### src/hdl/phase_residue_detector_core_assert.svh
// ----------------------------------------------------------------------------
// phase_residue_detector_core_assert
// Assertion helpers shared by the residue detector modules.
// ----------------------------------------------------------------------------
// Each macro expects signals named clk and arst_n in the using module.
`ifndef PHASE_RESIDUE_DETECTOR_CORE_ASSERT_SVH
`define PHASE_RESIDUE_DETECTOR_CORE_ASSERT_SVH

// Consequent must hold in the same cycle as the antecedent.
`define PRD_ASSERT_SAME(label, ante, cons, msg) \
	label: assert property (@(posedge clk) disable iff (!arst_n) (ante) |-> (cons)) \
		else $error(msg);

// Consequent must hold in the cycle after the antecedent.
`define PRD_ASSERT_NEXT(label, ante, cons, msg) \
	label: assert property (@(posedge clk) disable iff (!arst_n) (ante) |=> (cons)) \
		else $error(msg);

`endif

### src/hdl/prd_pkg.sv
// ----------------------------------------------------------------------------
// prd_pkg
// Shared types and constants of the phase residue detector.
// ----------------------------------------------------------------------------
`default_nettype none

package prd_pkg;

	// Result classification of one 2x2 square.
	typedef enum logic [1:0] {
		RES_NONE = 2'd0,
		RES_POS  = 2'd1,
		RES_NEG  = 2'd2,
		RES_SKIP = 2'd3
	} residue_code_t;

	// Register indexes on the configuration port.
	typedef enum logic {
		REG_IMAGE_WIDTH  = 1'b0,
		REG_IMAGE_HEIGHT = 1'b1
	} reg_index_t;

	localparam int unsigned CFG_BITS      = 13;
	localparam int unsigned POS_BITS      = 12;
	localparam int unsigned COUNT_BITS    = 24;
	localparam logic [CFG_BITS-1:0] WIDTH_RESET  = 13'd1024;
	localparam logic [CFG_BITS-1:0] HEIGHT_RESET = 13'd1024;
	localparam logic [CFG_BITS-1:0] DIM_MIN      = 13'd2;
	localparam logic [CFG_BITS-1:0] HEIGHT_MAX   = 13'd4096;
	localparam logic [COUNT_BITS-1:0] COUNT_MAX  = 24'hFF_FFFF;

	// Position and end marker that travel with a square.
	typedef struct packed {
		logic [POS_BITS-1:0] col;
		logic [POS_BITS-1:0] row;
		logic                last;
	} square_tag_t;

endpackage

`default_nettype wire

### src/hdl/prd_regs.sv
// ----------------------------------------------------------------------------
// prd_regs
// Configuration registers behind the APB port, with clamped image limits.
// ----------------------------------------------------------------------------
`default_nettype none

module prd_regs #(
	parameter int unsigned MAX_WIDTH = 4096,
	parameter int unsigned CW        = 12
) (
	input  wire logic          clk,
	input  wire logic          arst_n,
	input  wire logic          psel,
	input  wire logic          penable,
	input  wire logic          pwrite,
	input  wire logic [2:0]    paddr,
	input  wire logic [31:0]   pwdata,
	output logic      [31:0]   prdata,
	output logic               pready,
	output logic      [CW-1:0] last_col,
	output logic      [prd_pkg::POS_BITS-1:0] last_row
);

	localparam int unsigned WC = (CW + 1 > prd_pkg::CFG_BITS) ? CW + 1 : prd_pkg::CFG_BITS;

	logic [prd_pkg::CFG_BITS-1:0] width_q;
	logic [prd_pkg::CFG_BITS-1:0] height_q;
	logic                         wr_en;
	prd_pkg::reg_index_t          idx;
	logic [WC-1:0]                w_ext;
	logic [WC-1:0]                w_eff;
	logic [prd_pkg::CFG_BITS-1:0] h_eff;

	assign pready = 1'b1;
	assign wr_en  = psel & penable & pwrite & pready;
	assign idx    = prd_pkg::reg_index_t'(paddr[2]);

	always_ff @(posedge clk or negedge arst_n) begin
		if (!arst_n) begin
			width_q  <= prd_pkg::WIDTH_RESET;
			height_q <= prd_pkg::HEIGHT_RESET;
		end else if (wr_en) begin
			unique case (idx)
				prd_pkg::REG_IMAGE_WIDTH:  width_q  <= pwdata[prd_pkg::CFG_BITS-1:0];
				prd_pkg::REG_IMAGE_HEIGHT: height_q <= pwdata[prd_pkg::CFG_BITS-1:0];
				default: ;
			endcase
		end
	end

	always_comb begin
		unique case (idx)
			prd_pkg::REG_IMAGE_WIDTH:  prdata = 32'(width_q);
			prd_pkg::REG_IMAGE_HEIGHT: prdata = 32'(height_q);
			default:                   prdata = '0;
		endcase
	end

	// Clamp the programmed sizes to the supported range.
	always_comb begin
		w_ext = WC'(width_q);
		if (w_ext < WC'(prd_pkg::DIM_MIN)) begin
			w_eff = WC'(prd_pkg::DIM_MIN);
		end else if (w_ext > WC'(MAX_WIDTH)) begin
			w_eff = WC'(MAX_WIDTH);
		end else begin
			w_eff = w_ext;
		end
		if (height_q < prd_pkg::DIM_MIN) begin
			h_eff = prd_pkg::DIM_MIN;
		end else if (height_q > prd_pkg::HEIGHT_MAX) begin
			h_eff = prd_pkg::HEIGHT_MAX;
		end else begin
			h_eff = height_q;
		end
	end

	assign last_col = CW'(w_eff - WC'(1));
	assign last_row = prd_pkg::POS_BITS'(h_eff - prd_pkg::CFG_BITS'(1));

endmodule

`default_nettype wire

### config.mk
export PLATFORM = sky130hd
export DESIGN_NAME = prd_regs
export DESIGN_NICKNAME = d
export VERILOG_FILES = /design/src/hdl/phase_residue_detector_core_assert.svh /design/src/hdl/prd_pkg.sv /design/src/hdl/prd_regs.sv
export SDC_FILE = /design/constraint.sdc
export NUM_CORES = 1
export LEC_CHECK = 0
export BUFFER_PORTS_ARGS = -buffer_cell sky130_fd_sc_hd__buf_2
export CORE_ASPECT_RATIO = 1.75
export CORE_UTILIZATION = 32
export CTS_CLUSTER_DIAMETER = 30
export CTS_CLUSTER_SIZE = 10
export DETAILED_ROUTE_END_ITERATION = 16
export GPL_TIMING_DRIVEN = 0
export PLACE_DENSITY_LB_ADDON = 0.15
export SYNTH_ARGS = -nofsm -noshare
export SYNTH_HDL_FRONTEND = slang
export SYNTH_SLANG_ARGS = --single-unit
### constraint.sdc
create_clock -name clk -period 3.22 [get_ports clk]
set_input_delay 0.322 -clock clk [delete_from_list [all_inputs] [get_ports clk]]
set_output_delay 0.322 -clock clk [all_outputs]
set_load 0.1 [all_outputs]
* Yosys cells after proc, flatten, opt, wreduce, memory -nomap -nowiden *
Index checks and enable logic that the tools add are counted.

storage, ports and cells
  logic and storage cells = 18
  bits in registers = 26
  output and inout port bits = 57
  bits of input ports = 40

cells by class
  reduce and logical (&&, ||, !) cells = 2
  mux-type cells = 5
  bitwise operators = 3
  add/subtract/negate cells = 2
  order comparisons = 4

operator list
  kind                                                          count
  one-hot mux 32 bit (2 select lines)                           1
  2-to-1 mux 12 bit                                             4
  > comparator 13 bit (second input constant)                   2
  less-than comparator 13 x 2 -> 1 bit (second input constant)  2
  subtractor 12 x 1 -> 12 bit (second input constant)           2
  AND reduction 2 bit                                           2
  AND 1 bit                                                     2
  inverter 1 bit                                                1

* Depth between registers and ports, before layout *
Gate-level depths: netlist of the first run.

  depth after elaboration = 4
  depth in mapped cells = 10
  gate-level depth less buffers = 9

* Least setup slack after synthesis of the first run *
No wires, ideal clock.

  kind = flip-flop to output port
  from = reg width_q, in the netlist w_ext[2]
  to = out last_col[8]
  arrival = 4.645 ns
  stages on the path, launching flop included = 9
  setup slack = -1.747 ns
  path buffers = 1
  data required time = 2.898 ns
  cell sequence = dfrtp_1 -> nor3_2 -> and3_1 -> and2_1 -> or3b_2 -> ha_1 -> clkbuf_1 -> nor2_1 -> a221oi_1

between the ends
  longest elaborated chain between the ends = 4
  elaborated cells between the ends (all ways) = 5
  classes of those cells = 1 x add/sub; 2 x order compare; 2 x mux

ends and longest elaborated chain
  what                           RTL line        source
  from (decl)                    prd_regs.sv:26  logic [prd_pkg::CFG_BITS-1:0] width_q;
  from (signal assigned)         prd_regs.sv:40  width_q <= prd_pkg::WIDTH_RESET;
  from (signal assigned)         prd_regs.sv:44  prd_pkg::REG_IMAGE_WIDTH: width_q <= pwdata[prd_pkg::CFG_BITS-1:0];
  > comparator 13 bit            prd_regs.sv:64  end else if (w_ext > WC'(MAX_WIDTH)) begin
  2-to-1 mux 12 bit              prd_regs.sv:64
  2-to-1 mux 12 bit *            prd_regs.sv:62  if (w_ext < WC'(prd_pkg::DIM_MIN)) begin
  subtractor 12 x 1 -> 12 bit *  prd_regs.sv:78  assign last_col = CW'(w_eff - WC'(1));
  to (decl)                      prd_regs.sv:20  output logic [CW-1:0] last_col,

Every way passes the cells marked *; elsewhere a longest branch is shown, timed or not.

* Worst setup path in the final report of the first run *
  from = reg height_q[4] (netlist bit)
  to = out last_row[8] (netlist bit)

between the ends
  longest elaborated chain between the ends = 4
  elaborated cells between the ends (all ways) = 5
  classes of those cells = 1 x add/sub; 2 x order compare; 2 x mux

ends and longest elaborated chain
  what                           RTL line        source
  from (decl)                    prd_regs.sv:27  logic [prd_pkg::CFG_BITS-1:0] height_q;
  from (signal assigned)         prd_regs.sv:41  height_q <= prd_pkg::HEIGHT_RESET;
  from (signal assigned)         prd_regs.sv:45  prd_pkg::REG_IMAGE_HEIGHT: height_q <= pwdata[prd_pkg::CFG_BITS-1:0];
  > comparator 13 bit            prd_regs.sv:71  end else if (height_q > prd_pkg::HEIGHT_MAX) begin
  2-to-1 mux 12 bit              prd_regs.sv:71
  2-to-1 mux 12 bit *            prd_regs.sv:69  if (height_q < prd_pkg::DIM_MIN) begin
  subtractor 12 x 1 -> 12 bit *  prd_regs.sv:79  assign last_row = prd_pkg::POS_BITS'(h_eff - prd_pkg::CFG_BITS'(1));
  to (decl)                      prd_regs.sv:21  output logic [prd_pkg::POS_BITS-1:0] last_row

Marks and branches as above.

==> results.toml, run 1 <==
[run_status]
outcome = "complete, no violations"

[final_layout]
final_cell_mix = "buf_2 (46), mux2_2 (37), buf_4 (27)"
num-nets-final = 330
final_util_pct = 44.62
fin_area_um2 = 2758
antenna_cells = 0
area_delta_synth_final_pct = 35.21
post_route_cells_drive_above_1_share_pct = 53.66
final_common_cell = "buf_2"

[clock_network]
htreeDepth = 1
clk_transition_reported_paths_ns = 0.09
cts_buffers = 3
cts.path.max_buffers = 2
cts_tree = "yes"
cts-root-buf = "clkbuf_8"
clk_latency_ns = 0.27
cts.sinks = 26

[yosys]
netlist_area_um2 = 2039
synth.largest_area_cell = "dfrtp_1"
avgSynthCellArea_um2 = 9.758
synth_ff_type = "dfrtp_1"
postSynth.asyncResetShare_pct = 100.0
synthDistinctLibCells = 49
post_synth_inst_count = 209
ys_seq_area_share_pct = 32.02
ys_warn_count = 0
yosysTopAreaCellShare_pct = 29.45
synth_edf_count = 0
yosys-top-cells-area = "dfrtp_1 (29%), mux2_2 (20%), buf_4 (7.4%), dfstp_2 (2.6%), mux2i_1 (2.5%)"
ys_seq_elements = 26

[timing]
finalCriticalPeriod_ns = 3.118
skew_ns = 0
fmax_mhz = 320.7
fin_ws_ns = 0.1015
slew_headroom_pct = 54.17
hold_viol = 0
setup_viol = 0
rsz0062_at_grt = "false"
worstMarginPinSlew_ns = 0.6786
fin_crit_sh_pct = 96.85
drv_slew = 0
setup-tns-final_ns = 0

[die]
initial_core_util_pct = 33.00
die_w_um = 62.35
coreArea_um2 = 6181
io_pins = 97
dieArea_um2 = 6709
rows = 38
die_h_um = 107.6

[place]
routabilityCongestion = 0.7904
pre_cts_ws_ns = -0.1399
dp_hpwl_um = 4281
dpl-instance-area_um2 = 2586
portBuffers = 54

[global_route]
grt_max_degree = 27
track_usage_pct = 16.12
grt_pass1_vias = 1684
grt_pass1_wl_um = 8535
gr-total-overflow = 0
antenna_found_initial = 0

[pwr]
p_leak_nw = 1.258
p_per_area_nw_per_um2 = 1040
vdd_drop_max_mv = 0.5935
p_total_mw = 2.867

[routing]
drc_errors = 0
wl_per_cell_um = 14.74
drtPass1Iterations = 4
via_per_inst = 4.842
num_vias = 1777
wirelength_um = 5409
ant_nets = 0
first_iter_violations = 29

[worst_hold_path]
hold_path.class = "primary input to asynchronous set/reset pin"

[flow_run]
max_cap_viol_count = 0

[setup_path]
cp.required_ns = 2.90
critical_path_class = "flip-flop to output pin"
startpoint = "height_q[4]"
crit_arrival_ns = 2.80
end_kind = "output pin"
cp_max_fo = 10
worst_r2r_startpoint = "height_q[12]"
start_kind = "flip-flop"
## worst max-delay path: stages, from the launching register on
cell and delay (ns):
dfrtp_2 0.42, or4_4 0.53, buf_6 0.15, nor4b_4 0.29
or3_4 0.20, ha_4 0.16, clkbuf_8 0.18, mux2i_2 0.22
a22o_2 0.20, buf_12 0.17
## cells in the mapped netlist, types with 2 or more instances
master and number:
nand2_1 8, nor2_1 9, o211ai_1 3, nor3_1 5
nand2b_1 3, o21a_1 4, a211o_1 2, mux2_2 37
buf_6 2, clkbuf_1 8, inv_1 6, conb_1 2
dfstp_2 2, nand4_1 3, buf_4 20, o21bai_1 2
or3_1 4, a221oi_1 2, nor2b_1 4, o31ai_1 3
xnor2_1 3, a21oi_1 6, o21ai_0 8, mux2i_1 5
ha_1 2, and3_1 3, nand4b_1 2, dfrtp_1 24
o41ai_1 2, nand3_1 3, nor4_1 4
## worst paths after layout
check,cells past startpoint,slack [ns],end
min in group clk,2,0.30,height_q[3]
max in group asynchronous,1,2.75,height_q[9]
max,9,0.10,last_row[8]
min reg2reg,1,0.58,height_q[0]
max reg2reg,2,2.04,height_q[12]
min,1,0.04,w_ext[1]
## routing by layer
layer / vias to the layer above / part of all wire (%) / track usage (%)
met5: - / 0 / 0
met4: 0 / 1.7 / 5.980
met3: 6 / 4.0 / 1.377
met2: 55 / 55 / 31.55
met1: 830 / 39 / 17.64
li1: 886 / - / -
## registers in the layout, indices dropped and copies added, names as in the netlist
signal,cells
height_q,13
w_ext,13
## layout make-up
| type | instances | area, um2 |
|---|---|---|
| Fill cell | 655 | 3423 |
| Multi-Input combinational cell | 164 | 1349 |
| Sequential cell | 26 | 660.6 |
| Timing Repair Buffer | 57 | 341.6 |
| Buffer | 30 | 212.7 |
| Tap cell | 80 | 100.1 |
| Clock buffer | 3 | 41.29 |
| Clock inverter | 1 | 30.03 |
| Inverter | 6 | 22.52 |
## power breakdown
group / switching (mW) / total [mW] / internal (mW) / leakage (nW)
sequential: 0.119 / 0.525 / 0.406 / 0.303
combinational: 1.58 / 2.07 / 0.492 / 0.920
clock: 0.103 / 0.269 / 0.166 / 0.0357
## metrics by stage
step	cells	hold slack, ns
floorplan	227	0.02641
global placement	361	0.3568
detailed placement	361	0.3628
CTS	366	0.07191
global route	367	0.08319
finish	367	0.04163
## cell families after synthesis
logic type | count (synthesis) | synth area share (%)
simple gates | 59 | 17.24
mux | 42 | 22.88
compound gates | 38 | 13.74
buf+inv | 37 | 11.23
flops | 26 | 32.02
xor+xnor | 3 | 1.289
fa+ha+maj | 2 | 1.227
other cells | 2 | 0.3682
## repair_timing
action,4_1_cts,5_1_grt
resized for setup,19,8
hold buffers,0,0
buffers inserted,2,1
pin swaps,2,1
setup endpoints to repair,10,7
(Power assumes the default switching activity.)
==> run 2, diff against run 1 <==
CORE_ASPECT_RATIO = 1.25   (was 1.75)
CORE_MARGIN = 2   (was default)
==> results.toml, run 2 (synthesized netlist as in run 1, its figures left out) <==
[flow_run]
max_cap_viol_count = 0

[setup_path]
end_kind = "output pin"
start_kind = "flip-flop"
r2r_cells = 2
crit_arrival_ns = 2.79
cp_max_fo = 10
reg2reg_slack_ns = 2.01
critical_path_class = "flip-flop to output pin"
cp.required_ns = 2.90
worst_r2r_startpoint = "height_q[12]"
reg2reg_to = "height_q[12]"

[die]
die_h_um = 93.26
io_pins = 97
rows = 32
dieArea_um2 = 7032
coreArea_um2 = 6166
initial_core_util_pct = 33.08
die_w_um = 75.41

[timing]
fin_crit_sh_pct = 96.74
worstMarginPinSlew_ns = 0.6239
drv_slew = 0
slew_headroom_pct = 58.40
hold_viol = 0
setup-tns-final_ns = 0
rsz0062_at_grt = "false"
skew_ns = 0
finalCriticalPeriod_ns = 3.115
fmax_mhz = 321.0
setup_viol = 0

[place]
routabilityCongestion = 0.8808
place_inst = 366
dpl-instance-area_um2 = 2592
portBuffers = 54
dp_hpwl_um = 4102

[clock_network]
cts.sinks = 26
htreeDepth = 1
cts_tree = "yes"
cts-root-buf = "clkbuf_8"
cts_buffers = 3
clk_transition_reported_paths_ns = 0.09
cts-hold-fix-buffers = 0
clk_latency_ns = 0.27
cts.path.max_buffers = 2

[routing]
routed.top_layer = "met4"
via_per_inst = 4.775
wl_per_cell_um = 13.91
wl_met1_um = 2333
drtPass1Iterations = 4
wirelength_um = 5201
num_vias = 1786
wl_met2_um = 2536
drc_errors = 0
wl_met3_um = 216
first_iter_violations = 60
ant_nets = 0

[pwr]
p_leak_nw = 1.262
vdd_drop_max_mv = 0.4670
p_per_area_nw_per_um2 = 1013

[global_route]
antenna_found_initial = 0
track_usage_pct = 15.24
grt_max_degree = 27
grt_pass1_vias = 1680
grt_pass1_wl_um = 8293
gr-total-overflow = 0

[final_layout]
post_route_cells_drive_above_1_share_pct = 52.25
fin_cells = 374
fillers = 632
area_delta_synth_final_pct = 34.23
final_cell_mix = "buf_2 (46), mux2_2 (37), buf_4 (30)"
antenna_cells = 0
fin_area_um2 = 2738
num-nets-final = 332
final_common_cell = "buf_2"

[worst_hold_path]
hold_path.class = "primary input to asynchronous set/reset pin"

[run_status]
outcome = "complete, no violations"
## run 2: where the power goes
| group | leakage, nW | internal [mW] | switching (mW) |
|---|---|---|---|
| clock | 0.0288 | 0.109 | 0.101 |
| sequential | 0.307 | 0.403 | 0.120 |
| combinational | 0.927 | 0.474 | 1.57 |
## run 2: worst max path at each step
stage	slack [ns]	to	from	depth (start not counted)
2_1_floorplan	-0.75	last_row[6]	height_q[4]	8
3_3_place_gp	-0.1	last_col[8]	w_ext[2]	9
3_5_place_dp	-0.09	last_row[4]	height_q[4]	8
4_1_cts	0.05	last_row[6]	height_q[4]	9
5_1_grt	0.0001	last_col[4]	w_ext[5]	10
6_report	0.11	last_row[8]	height_q[4]	9
## run 2: layout make-up
class	count	area, um2	share of cell area [%]
Buffer	30	212.7	7.770
Tap cell	85	106.4	3.885
Clock buffer	4	55.05	2.011
Sequential cell	26	655.6	23.95
Multi-Input combinational cell	164	1345	49.13
Inverter	6	22.52	0.8227
Timing Repair Buffer	59	340.3	12.43
## run 2: worst max-delay path, stage by stage (launching register included)
cell,delay [ns]
dfrtp_2,0.41
or4_4,0.53
buf_6,0.15
nor4b_4,0.29
or3_4,0.20
ha_4,0.17
clkbuf_8,0.17
mux2i_1,0.18
a22o_2,0.14
buf_4,0.28
## run 2: metal layers
layer  vias to the layer above  track usage (%)
met5                         -                0
met4                         0            5.702
met3                         9            1.509
met2                        50            25.29
met1                       836            20.09
li1                        891                -
## run 2: what timing repair did
action	CTS	global route
setup buffers	3	2
endpoints found under the setup margin	9	5
pin swaps	2	1
gates resized for setup	16	2
## run 2: per-stage QoR
stage | util, % | hold slack [ns] | setup slack, ns | total power, mW
finish | 44.40 | 0.04140 | 0.1050 | 2.774
CTS | 44.07 | 0.06210 | 0.04775 | 2.773
global route | 44.40 | 0.08310 | 0.0001117 | 2.898
global placement | 42.05 | 0.3550 | -0.09869 | 2.490
detailed placement | 42.05 | 0.3613 | -0.09186 | 2.496
floorplan | - | 0.02641 | -0.7538 | 2.240
