$ cat src/hdl/phase_residue_detector_core_assert.svh
// ----------------------------------------------------------------------------
// phase_residue_detector_core_assert
// Assertion helpers shared by the residue detector modules.
// ----------------------------------------------------------------------------
// Each macro expects signals named clk and arst_n in the using module.
`ifndef PHASE_RESIDUE_DETECTOR_CORE_ASSERT_SVH
`define PHASE_RESIDUE_DETECTOR_CORE_ASSERT_SVH

// Consequent must hold in the same cycle as the antecedent.
`define PRD_ASSERT_SAME(label, ante, cons, msg) \
	label: assert property (@(posedge clk) disable iff (!arst_n) (ante) |-> (cons)) \
		else $error(msg);

// Consequent must hold in the cycle after the antecedent.
`define PRD_ASSERT_NEXT(label, ante, cons, msg) \
	label: assert property (@(posedge clk) disable iff (!arst_n) (ante) |=> (cons)) \
		else $error(msg);

`endif

$ cat src/hdl/prd_pkg.sv
// ----------------------------------------------------------------------------
// prd_pkg
// Shared types and constants of the phase residue detector.
// ----------------------------------------------------------------------------
`default_nettype none

package prd_pkg;

	// Result classification of one 2x2 square.
	typedef enum logic [1:0] {
		RES_NONE = 2'd0,
		RES_POS  = 2'd1,
		RES_NEG  = 2'd2,
		RES_SKIP = 2'd3
	} residue_code_t;

	// Register indexes on the configuration port.
	typedef enum logic {
		REG_IMAGE_WIDTH  = 1'b0,
		REG_IMAGE_HEIGHT = 1'b1
	} reg_index_t;

	localparam int unsigned CFG_BITS      = 13;
	localparam int unsigned POS_BITS      = 12;
	localparam int unsigned COUNT_BITS    = 24;
	localparam logic [CFG_BITS-1:0] WIDTH_RESET  = 13'd1024;
	localparam logic [CFG_BITS-1:0] HEIGHT_RESET = 13'd1024;
	localparam logic [CFG_BITS-1:0] DIM_MIN      = 13'd2;
	localparam logic [CFG_BITS-1:0] HEIGHT_MAX   = 13'd4096;
	localparam logic [COUNT_BITS-1:0] COUNT_MAX  = 24'hFF_FFFF;

	// Position and end marker that travel with a square.
	typedef struct packed {
		logic [POS_BITS-1:0] col;
		logic [POS_BITS-1:0] row;
		logic                last;
	} square_tag_t;

endpackage

`default_nettype wire

$ cat src/hdl/prd_square_eval.sv
// ----------------------------------------------------------------------------
// prd_square_eval
// Loop sum over one 2x2 square, residue count and the output register.
// ----------------------------------------------------------------------------
`default_nettype none

`include "phase_residue_detector_core_assert.svh"

module prd_square_eval #(
	parameter int unsigned PHASE_BITS = 16
) (
	input  wire logic                    clk,
	input  wire logic                    arst_n,
	input  wire logic                    sq_valid,
	input  wire prd_pkg::square_tag_t    tag,
	input  wire logic [PHASE_BITS:0]     ul,
	input  wire logic [PHASE_BITS:0]     ur,
	input  wire logic [PHASE_BITS:0]     ll,
	input  wire logic [PHASE_BITS:0]     lr,
	output logic                         take,
	output logic                         square_valid,
	input  wire logic                    square_stall,
	output logic [prd_pkg::POS_BITS-1:0] square_column,
	output logic [prd_pkg::POS_BITS-1:0] square_row,
	output logic [1:0]                   residue_code,
	output logic [prd_pkg::COUNT_BITS-1:0] residue_total,
	output logic                         last_square
);

	localparam int unsigned SW = PHASE_BITS + 2;

	function automatic logic signed [SW-1:0] wdiff(input logic [PHASE_BITS-1:0] a,
	                                                input logic [PHASE_BITS-1:0] b);
		logic [PHASE_BITS-1:0] d;
		d = a - b;
		return SW'(signed'(d));
	endfunction

	logic signed [SW-1:0]            loop_sum;
	logic                            any_avoid;
	prd_pkg::residue_code_t          code;
	logic [prd_pkg::COUNT_BITS-1:0]  count_q;
	logic [prd_pkg::COUNT_BITS-1:0]  count_next;
	logic                            load;
	logic                            out_valid_q;
	prd_pkg::square_tag_t            tag_q;
	prd_pkg::residue_code_t          code_q;
	logic [prd_pkg::COUNT_BITS-1:0]  total_q;

	assign any_avoid = ul[PHASE_BITS] | ur[PHASE_BITS] | ll[PHASE_BITS] | lr[PHASE_BITS];
	assign loop_sum  = wdiff(ur[PHASE_BITS-1:0], ul[PHASE_BITS-1:0])
	                 + wdiff(lr[PHASE_BITS-1:0], ur[PHASE_BITS-1:0])
	                 + wdiff(ll[PHASE_BITS-1:0], lr[PHASE_BITS-1:0])
	                 + wdiff(ul[PHASE_BITS-1:0], ll[PHASE_BITS-1:0]);

	always_comb begin
		if (any_avoid) begin
			code = prd_pkg::RES_SKIP;
		end else if (loop_sum > 0) begin
			code = prd_pkg::RES_POS;
		end else if (loop_sum < 0) begin
			code = prd_pkg::RES_NEG;
		end else begin
			code = prd_pkg::RES_NONE;
		end
	end

	// The count saturates rather than wrapping.
	always_comb begin
		count_next = count_q;
		if ((code == prd_pkg::RES_POS || code == prd_pkg::RES_NEG) &&
		    count_q != prd_pkg::COUNT_MAX) begin
			count_next = count_q + prd_pkg::COUNT_BITS'(1);
		end
	end

	assign take = !out_valid_q || !square_stall;
	assign load = take && sq_valid;

	always_ff @(posedge clk or negedge arst_n) begin
		if (!arst_n) begin
			out_valid_q <= 1'b0;
			count_q     <= '0;
		end else begin
			if (take) begin
				out_valid_q <= sq_valid;
			end
			if (load) begin
				count_q <= tag.last ? '0 : count_next;
			end
		end
	end

	always_ff @(posedge clk) begin
		if (load) begin
			tag_q   <= tag;
			code_q  <= code;
			total_q <= count_next;
		end
	end

	assign square_valid  = out_valid_q;
	assign square_column = tag_q.col;
	assign square_row    = tag_q.row;
	assign residue_code  = code_q;
	assign residue_total = total_q;
	assign last_square   = tag_q.last;

	`PRD_ASSERT_NEXT(a_count_cleared_at_end, load && tag.last, count_q == '0, "count not cleared after last square")
	`PRD_ASSERT_NEXT(a_count_kept_no_residue, load && !tag.last && (code == prd_pkg::RES_NONE || code == prd_pkg::RES_SKIP), count_q == $past(count_q), "count moved without a residue")
	`PRD_ASSERT_NEXT(a_word_held_on_stall, square_valid && square_stall, square_valid && $stable(tag_q) && $stable(code_q) && $stable(total_q), "stalled square word changed")

endmodule

`default_nettype wire
$ cat config.mk
export PLATFORM = sky130hd
export DESIGN_NAME = prd_square_eval
export DESIGN_NICKNAME = d
export VERILOG_FILES = /design/src/hdl/prd_pkg.sv /design/src/hdl/prd_square_eval.sv
export VERILOG_INCLUDE_DIRS = /design/src /design/src/hdl
export SDC_FILE = /design/constraint.sdc
export NUM_CORES = 1
export LEC_CHECK = 0
export BUFFER_PORTS_ARGS = -buffer_cell sky130_fd_sc_hd__buf_2
export CORE_ASPECT_RATIO = 1.4
export CORE_UTILIZATION = 30
export CTS_CLUSTER_DIAMETER = 120
export DETAILED_ROUTE_END_ITERATION = 7
export HOLD_SLACK_MARGIN = 0.06
export PLACE_DENSITY = 0.46
export SYNTH_ARGS = -nofsm -noshare
export SYNTH_HDL_FRONTEND = slang
export SYNTH_SLANG_ARGS = --single-unit
export TNS_END_PERCENT = 1
$ cat constraint.sdc
create_clock -name clk -period 7.8 [get_ports clk]
set_clock_uncertainty 0.2 [all_clocks]
set_input_delay 0 -clock clk [delete_from_list [all_inputs] [get_ports clk]]
set_output_delay 0 -clock clk [all_outputs]
set_load 0.1 [all_outputs]
After elaboration in Yosys (flattened, before gate mapping)
Index checks and enable logic that the tools add are counted.
Widths: inputs -> output; s select.
- register bits: 76
- output and inout bits: 53
- word-level logic and storage cells: 34
- add/sub/neg operators: 8
- $lt $le $gt $ge: 2
- equal/unequal tests: 3
- mux-type cells: 5
- bitwise logic cells: 3
- reduce and logical (&&, ||, !) cells: 6
- operator list (cell ; number):
    $sub 16x16->16 ; 4
    $mux 24 ; 2
    $add 24x1->24 const B ; 1
    $ne 24x24->1 const B ; 1
    $add 17x16->18 ; 1
    $add 18x16->18 ; 1
    $gt 18x1->1 const B ; 1
    $lt 18x1->1 const B ; 1
    $add 16x16->17 ; 1
    $mux 2 ; 3
    $or 1x1->1 ; 3
    $eq 2x1->1 const B ; 1
    $eq 2x2->1 const B ; 1
    $logic_and 1x1->1 ; 2
    $logic_not 1->1 ; 2
    $logic_or 1x1->1 ; 2

Logic depth before layout (Yosys ltp)
Gate-level depths: netlist of run 1.
- word-level depth: 13
- depth in mapped cells: 31

Worst setup path after synthesis of run 1
No wires, ideal clock.
- path kind: input to register
- start point: input ur[1]
- end point: register total_q (netlist bit residue_total[10]) (data pin)
- arrival: 5499 ps
- required time: 7340 ps
- slack: 1841 ps
- stages: 28
- cells stage by stage: inv_1 > ha_1 > a21o_1 > a21oi_1 > o21ai_0 > a31o_2 > a41o_1 > o41a_1 > a21o_1 > a21oi_1 > xnor2_1 > fa_1 > inv_1 > fa_1 > inv_1 > ha_1 > clkbuf_1 > inv_1 > a222oi_1 > nor4b_1 > and4b_1 > o2111ai_1 > nor4_2 > nand3_1 > and2_4 > buf_6 > and3_2 > xor2_1
- longest elaborated chain between the ends: 12
- RTL lines (what ; line ; source):
    start: declaration ; prd_square_eval.sv:17 ; input wire logic [PHASE_BITS:0] ur,
    $sub 16x16->16 ; prd_square_eval.sv:35 ; d = a - b;
    $add 16x16->17 (*) ; prd_square_eval.sv:52 ; + wdiff(lr[PHASE_BITS-1:0], ur[PHASE_BITS-1:0])
    $add 17x16->18 (*) ; prd_square_eval.sv:53 ; + wdiff(ll[PHASE_BITS-1:0], lr[PHASE_BITS-1:0])
    $add 18x16->18 (*) ; prd_square_eval.sv:54 ; + wdiff(ul[PHASE_BITS-1:0], ll[PHASE_BITS-1:0]);
    $lt 18x1->1 ; prd_square_eval.sv:61 ; end else if (loop_sum < 0) begin
    $mux 2 ; prd_square_eval.sv:61 ;
    $mux 2 (*) ; prd_square_eval.sv:59 ; end else if (loop_sum > 0) begin
    $mux 2 (*) ; prd_square_eval.sv:57 ; if (any_avoid) begin
    $eq 2x1->1 or $eq 2x2->1 (tied branches) ; prd_square_eval.sv:71 ; if ((code == prd_pkg::RES_POS || code == prd_pkg::RES_NEG) &&
    $logic_or 1x1->1 (*) ; prd_square_eval.sv:71 ;
    $logic_and 1x1->1 (*) ; prd_square_eval.sv:71 ;
    $mux 24 (*) ; prd_square_eval.sv:71 ;
    named net count_next (one bit) ; prd_square_eval.sv:43 ; logic [prd_pkg::COUNT_BITS-1:0] count_next;
    end signal: assignment ; prd_square_eval.sv:98 ; total_q <= count_next;
    end: declaration ; prd_square_eval.sv:48 ; logic [prd_pkg::COUNT_BITS-1:0] total_q;
The timed path passes the listed nets; every way through them passes the cells marked *.
A chain may end at the register's enable or synchronous reset.

Worst setup path in the final report of run 1
- start point: input lr[0]
- end point: register total_q (netlist bit residue_total[7]) (data pin)
- longest elaborated chain between the ends: 12
- RTL lines (what ; line ; source):
    start: declaration ; prd_square_eval.sv:19 ; input wire logic [PHASE_BITS:0] lr,
    $sub 16x16->16 ; prd_square_eval.sv:35 ;
    $add 16x16->17 ; prd_square_eval.sv:52 ;
    $add 17x16->18 (*) ; prd_square_eval.sv:53 ;
    $add 18x16->18 (*) ; prd_square_eval.sv:54 ;
    $lt 18x1->1 ; prd_square_eval.sv:61 ;
    $mux 2 ; prd_square_eval.sv:61 ;
    $mux 2 (*) ; prd_square_eval.sv:59 ;
    $mux 2 (*) ; prd_square_eval.sv:57 ;
    $eq 2x1->1 or $eq 2x2->1 (tied branches) ; prd_square_eval.sv:71 ;
    $logic_or 1x1->1 (*) ; prd_square_eval.sv:71 ;
    $logic_and 1x1->1 (*) ; prd_square_eval.sv:71 ;
    $mux 24 (*) ; prd_square_eval.sv:71 ;
    named net count_next (one bit) ; prd_square_eval.sv:43 ;
Marks and branches as above.

==> impl_results.md, run 1 <==
- Die ar.: 0.0270 mm2
- Clk slew on worst S/H paths: 0.06 ns
- Met2 wire len: 10800 um
- Fin nets: 1267
- Yosys cell types: 79
- Syn_area_per_cell: 9.03 um2
- Register area share after synthesis: 0.273
- Clk Latency, worst-skew pair: 0.34 ns
- CTS tree: built
- Highest routed layer: met4
- Failing checks: design-rule violations
- DIE HEIGHT: 194 um
- Max-slew violation count: 0
- Placed instance count: 1334
- Tmin final: 6.80 ns
- Yosys warns: 0
- Met3 WL post-DR: 514 um
- Post-Route WL: 19500 um
- Design Area, Final: 0.00962 mm2
- Ys async rst share: 0.329
- GPL Wtd Cong: 0.829
- Number of flops mapped to enable cells by yosys: 51
- Max VDD drop: 0.125 mV
- RSZ-0062 raised after global routing: no
- GR Overflow Total: 0
- Drt first pass iters: 8
- Initial antenna violation count: 0
- Clock root cell: clkbuf_16
- Largest net degree at the start of global routing: 55
- Top-Level Pins: 150
- Core ar.: 0.0260 mm2
- CP Launch Type: input port
- First-pass GRT wire length: 33000 um
- Run status: complete, but fails checks
- Critical Path AT: 6.68 ns
- HP Class: input port to flop
- Post-CTS Setup Inserts: 0
- PD cells: 331 mW/mm2
- Area Overhead vs Synth: 21.6%
- Dpl hpwl: 15800 um
- Hold Path Cell Cnt: 6
- Via count: 6714
- Buffers on Ports: 149
- CTS Buf Count: 9
- Setup Crit Path Kind: input port to flop
- Finished Layout Cells: 1384
- Main synth FF type: edfxtp_1
- # rows: 70
- Initial core utilization: 0.304
- Largest buffer count on any clock path: 2
- Relative slew slack: 0.413
- Clk sinks: 76
- Ant diodes: 0
- Vias in the first global route: 6983
- R2R cell count: 11
- DRC: 15
- Crit path required time: 7.68 ns
- Setup TNS: 0 ns
- Mapped Cells: 876
- Via density: 4.85
- Post-CTS Resized: 0
- Met1 Routed Length: 7970 um
- # fillers: 2717
- Hold Fails Final Rpt: 0
- Worst-Margin Slew: 0.879 ns
- Post-synthesis register bit count: 76
- Placed Area: 0.00895 mm2
- Crit. End Element: flop
- GRT Util Overall: 0.149
- CP Max Fanout: 11
- Htree depth: 3
- Mapped Area: 0.00791 mm2
- Share of layout cells above drive strength 1: 0.185
- Number of max-cap violations: 0
- Die W: 139 um
- # hold bufs at CTS: 34
- Static Leakage: 4.66 nW
- Post-Syn Nets: 1088
- Antenna viol nets, final: 0
- Max Fclk: 0.147 GHz
- Endpoints failing setup: 0
- Drt initial violations: 292
- Routed length per instance: 14.1 um
- Fin crit share: 0.872
-- layer usage --
| metal | track usage | up-vias |
|---|---|---|
| met5 | 0 | - |
| met4 | 0.0329 | 0 |
| met3 | 0.0141 | 15 |
| met2 | 0.306 | 127 |
| met1 | 0.161 | 3127 |
| li1 | - | 3445 |
-- stage by stage --
stage	util	setup WS [ns]	power, mW	hold slack, ns
floorplan	-	1.84	2.25	-0.496
global placement	0.344	0.652	2.76	-0.128
detailed placement	0.344	0.587	2.75	-0.135
CTS	0.370	0.918	3.22	0.109
global route	0.370	0.392	3.52	0.159
finish	0.370	0.996	3.19	0.107
-- layout by cell type, fill, tap and decap left out, drive strengths merged, types with 10 or more instances in the layout --
master | Yosys | final
buf | 6 | 152
inv | 139 | 140
ha | 79 | 79
nand2 | 60 | 60
xnor2 | 52 | 52
edfxtp | 51 | 51
nor2 | 46 | 46
a21oi | 43 | 43
o21ai | 40 | 40
fa | 36 | 36
dlygate4sd3 | 0 | 34
xor2 | 32 | 32
a21o | 28 | 28
nand3 | 28 | 28
dfrtp | 25 | 25
and3 | 22 | 22
nor3 | 19 | 19
a31oi | 11 | 11
o21bai | 10 | 10
o31ai | 10 | 10
-- cells by family (layout without fill, tap and decap cells) --
family | Yosys count | count (layout) | synth area share
flops | 76 | 76 | 0.273
buf+inv | 157 | 341 | 0.0824
simple gates | 234 | 234 | 0.152
xor+xnor | 84 | 84 | 0.0930
compound gates | 206 | 206 | 0.178
mux | 4 | 4 | 0.00506
fa+ha+maj | 115 | 115 | 0.216
-- synthesized netlist by cell type (all sizes together), types with 7 or more instances --
master	instances	area [um2]
fa	36	721
a21oi	43	226
nand2	60	225
o21ai	40	200
or3	7	46.3
inv	139	522
dfrtp	25	626
and3	22	143
clkbuf	12	65.1
o41ai	8	70.1
nand3	28	140
nor4	7	50.1
nand2b	7	43.8
xor2	32	280
nor2b	9	56.3
nor2	46	173
edfxtp	51	1530
a41oi	7	61.3
a31oi	11	68.8
o31ai	10	75.1
o21bai	10	75.1
xnor2	52	455
nor3	19	100
ha	79	988
a21o	28	210
-- flip-flops by register name, indices dropped and copies added, names as in the netlist --
name / flops
last_square: 1
square_column: 12
residue_total: 24
residue_code: 2
square_valid: 1
count_q: 24
square_row: 12
-- cell type report --
class	instances	area, um2	area share
clock buffers	9	225	0.0234
clock inverters	7	98.8	0.0103
inverters	139	522	0.0542
multi-input cells	643	5100	0.530
flip-flops and latches	76	2160	0.224
well taps	324	405	0.0421
repair buffers	186	1110	0.115
-- where the power goes --
part | internal (mW) | switching, mW
Combinational | 0.898 | 1.36
Clock | 0.282 | 0.167
Sequential | 0.460 | 0.0164
Total | 1.64 | 1.55
-- critical path, stage by stage --
cell	delay, ns
buf_2	0.09
inv_1	0.04
ha_1	0.20
fa_1	0.40
nor2b_1	0.13
o21ai_0	0.12
a21boi_0	0.30
o21ai_0	0.16
a21boi_0	0.41
o2111ai_1	0.16
nand3_1	0.14
nor2_1	0.07
xnor2_1	0.15
fa_1	0.52
inv_1	0.06
fa_1	0.53
inv_1	0.04
ha_1	0.47
nor3b_1	0.14
or4b_1	0.53
nor4b_1	0.29
and4b_1	0.22
o2111ai_1	0.15
nor4_2	0.32
nand3_1	0.30
nand2_1	0.44
nor2_1	0.14
xor2_1	0.17
-- final timing paths --
path | slack (ns) | endpoint | from
max | 1.0 | residue_total[7] | lr[0]
min | 0.11 | count_q[9] | ur[16]
max reg2reg | 4.37 | residue_total[7] | count_q[0]
min reg2reg | 0.33 | count_q[11] | count_q[11]
max in group asynchronous | 5.80 | square_valid | arst_n
min in group asynchronous | 0.51 | count_q[5] | arst_n
No activity file was read; power rests on OpenSTA's default activity.
==> run 2, diff against run 1 <==
--- a/config.mk
+++ b/config.mk
@@ -6,13 +6,14 @@
 export SDC_FILE = /design/constraint.sdc
 export NUM_CORES = 1
 export LEC_CHECK = 0
+export ABC_AREA = 1
 export BUFFER_PORTS_ARGS = -buffer_cell sky130_fd_sc_hd__buf_2
 export CORE_ASPECT_RATIO = 1.4
-export CORE_UTILIZATION = 30
+export CORE_UTILIZATION = 55
 export CTS_CLUSTER_DIAMETER = 120
 export DETAILED_ROUTE_END_ITERATION = 7
 export HOLD_SLACK_MARGIN = 0.06
-export PLACE_DENSITY = 0.46
+export PLACE_DENSITY_LB_ADDON = 0.12
 export SYNTH_ARGS = -nofsm -noshare
 export SYNTH_HDL_FRONTEND = slang
 export SYNTH_SLANG_ARGS = --single-unit
==> run 2 against run 1 <==
Against the previous run:
- the run now ends clean
- sequential share of layout area shrank 0.61 points
- sequential power shrank 4.2%
- final cell count grew 6.8%
- critical endpoint is now residue_total[1]
- largest cell class unchanged
==> impl_results.md, run 2 <==
- HP Class: input port to flop
- Via count: 7638
- DRC: 0
- Max stage delay cell, worst path: fa_1
- Run status: completed
- Cell with the most instances after synthesis: nand2_1
- Post-Route WL: 19700 um
- Clock root cell: clkbuf_16
- Fin nets: 1496
- # hold bufs at CTS: 33
- Htree depth: 3
- Dpl ws: 1.70 ns
- Register area: 0.00216 mm2
- Top-Level Pins: 150
- Via density: 5.17
- Routed length per instance: 13.4 um
- Most frequent cells after synthesis: nand2_1, inv_1, ha_1
- Post-CTS Resized: 0
- Die W: 106 um
- Post-synth top area cell: edfxtp_1
- Vias in the first global route: 7741
- Yosys warns: 0
- Hold Path Cell Cnt: 2
- Post-Syn Nets: 1315
- Initial core utilization: 0.568
- RR Startpoint: count_q[0]
- Total power draw: 3.03 mW
- Ant diodes: 0
- Clk sinks: 76
- Area Overhead vs Synth: 18.9%
- Setup Crit Path Kind: input port to flop
- Hold wc startpoint: tag[14]
- Endpoints failing setup: 0
- Share of the synthesized area in the top cell type: 0.184
- Design Area, Final: 0.00989 mm2
- Placed instance count: 1429
- Core ar.: 0.0146 mm2
- Placed Area: 0.00924 mm2
- Drt first pass iters: 5
- RSZ-0062 raised after global routing: no
- Tmin final: 5.77 ns
- R2R cell count: 9
- Main synth FF type: edfxtp_1
- Dpl hpwl: 15800 um
- CTS tree: built
- Crit. End Element: flop
- Max VDD drop: 0.147 mV
- Syn_area_per_cell: 7.54 um2
- DIE HEIGHT: 147 um
- PD cells: 306 mW/mm2
- Initial antenna violation count: 0
- GR Overflow Total: 0
- Setup TNS: 0 ns
- Ys async rst share: 0.329
- # rows: 52
- Number of flops mapped to enable cells by yosys: 51
- Hold Fails Final Rpt: 0
- Relative slew slack: 0.280
- Flop2flop setup slack: 4.18 ns
- First-pass GRT wire length: 32900 um
- Clk slew on worst S/H paths: 0.06 ns
- CTS Buf Count: 9
- Area of the multi-input gates: 0.00523 mm2
- Post-CTS Setup Inserts: 0
- Static Leakage: 5.41 nW
- R2R Path End: residue_total[1]
- Fin crit share: 0.740
- Commonest non-fill, non-tap cell in the layout: nand2_1
- Critical Path AT: 5.66 ns
- Crit path required time: 7.69 ns
- Largest net degree at the start of global routing: 52
- Crit-path most repeated cell: nand2_1
- Number of max-cap violations: 0
- Max-slew violation count: 0
- CP Launch Type: input port
- Mapped Area: 0.00831 mm2
- Finished Layout Cells: 1478
- Most frequent cells in the layout: nand2_1, inv_1, buf_2, ha_1, a21oi_1
- Antenna viol nets, final: 0
- Post-synthesis register bit count: 76
- Fin util: 0.675
- Register area share after synthesis: 0.259
- Largest buffer count on any clock path: 2
- CP Max Fanout: 26
- Worst-Margin Slew: 1.08 ns
- Yosys cell types: 41
- Clk Latency, worst-skew pair: 0.33 ns
- Final setup margin: 2.03 ns
- Share of layout cells above drive strength 1: 0.164
- Hold worst-path end: square_column[1]
- # fillers: 1319
- Buffers on Ports: 149
- WHS: 0.174 ns
- Max Fclk: 0.173 GHz
- Synth top area cells: edfxtp_1, ha_1, nand2_1
- Die ar.: 0.0156 mm2
- GRT Util Overall: 0.261
- Mapped Cells: 1103
- Worst path max stage delay: 0.54 ns
- Drt initial violations: 269
- GPL Wtd Cong: 0.949
[run 2: cells by family after synthesis]
| family | Yosys count | synth area share |
|---|---|---|
| xor+xnor | 82 | 0.0864 |
| flops | 76 | 0.259 |
| fa+ha+maj | 115 | 0.206 |
| simple gates | 472 | 0.257 |
| buf+inv | 239 | 0.112 |
| compound gates | 119 | 0.0793 |
[run 2: critical path, delay by kind of cell]
kind | cells | cell delay [ns]
AO/OA/AOI/OAI | 3 | 0.63
XOR/XNOR | 1 | 0.16
buffers and inverters | 5 | 0.33
AND/OR/NAND/NOR | 19 | 2.58
adder cells (fa/ha/maj) | 5 | 1.96
[run 2: power breakdown]
group	switching, mW	internal (mW)
combinational	1.39	0.746
sequential	0.00494	0.452
clock	0.155	0.280
total	1.55	1.48
[run 2: worst max-delay path by stage]
| stage | cells after the start | end | start |
|---|---|---|---|
| 6_report | 33 | residue_total[1] | ur[0] |
| 5_1_grt | 33 | residue_total[1] | ur[0] |
| 4_1_cts | 33 | residue_total[1] | ur[0] |
| 3_5_place_dp | 33 | residue_total[1] | ur[0] |
| 3_3_place_gp | 30 | residue_total[1] | ul[2] |
| 2_1_floorplan | 35 | residue_total[0] | ur[0] |
[run 2: routing by layer]
layer	GRT usage	part of all wire	wire length (um)	up-vias
met5	0	0	0	-
li1	-	-	-	3879
met4	0.105	0.027	540	0
met2	0.547	0.58	11400	173
met3	0.0198	0.024	481	40
met1	0.254	0.37	7310	3546
[run 2: area by class of cell]
cell class,count,area share
Timing Repair Buffer,185,0.112
Multi-Input combinational cell,788,0.529
Clock buffer,11,0.0235
Sequential cell,76,0.218
Clock inverter,5,0.00797
Inverter,224,0.0850
Tap cell,189,0.0239
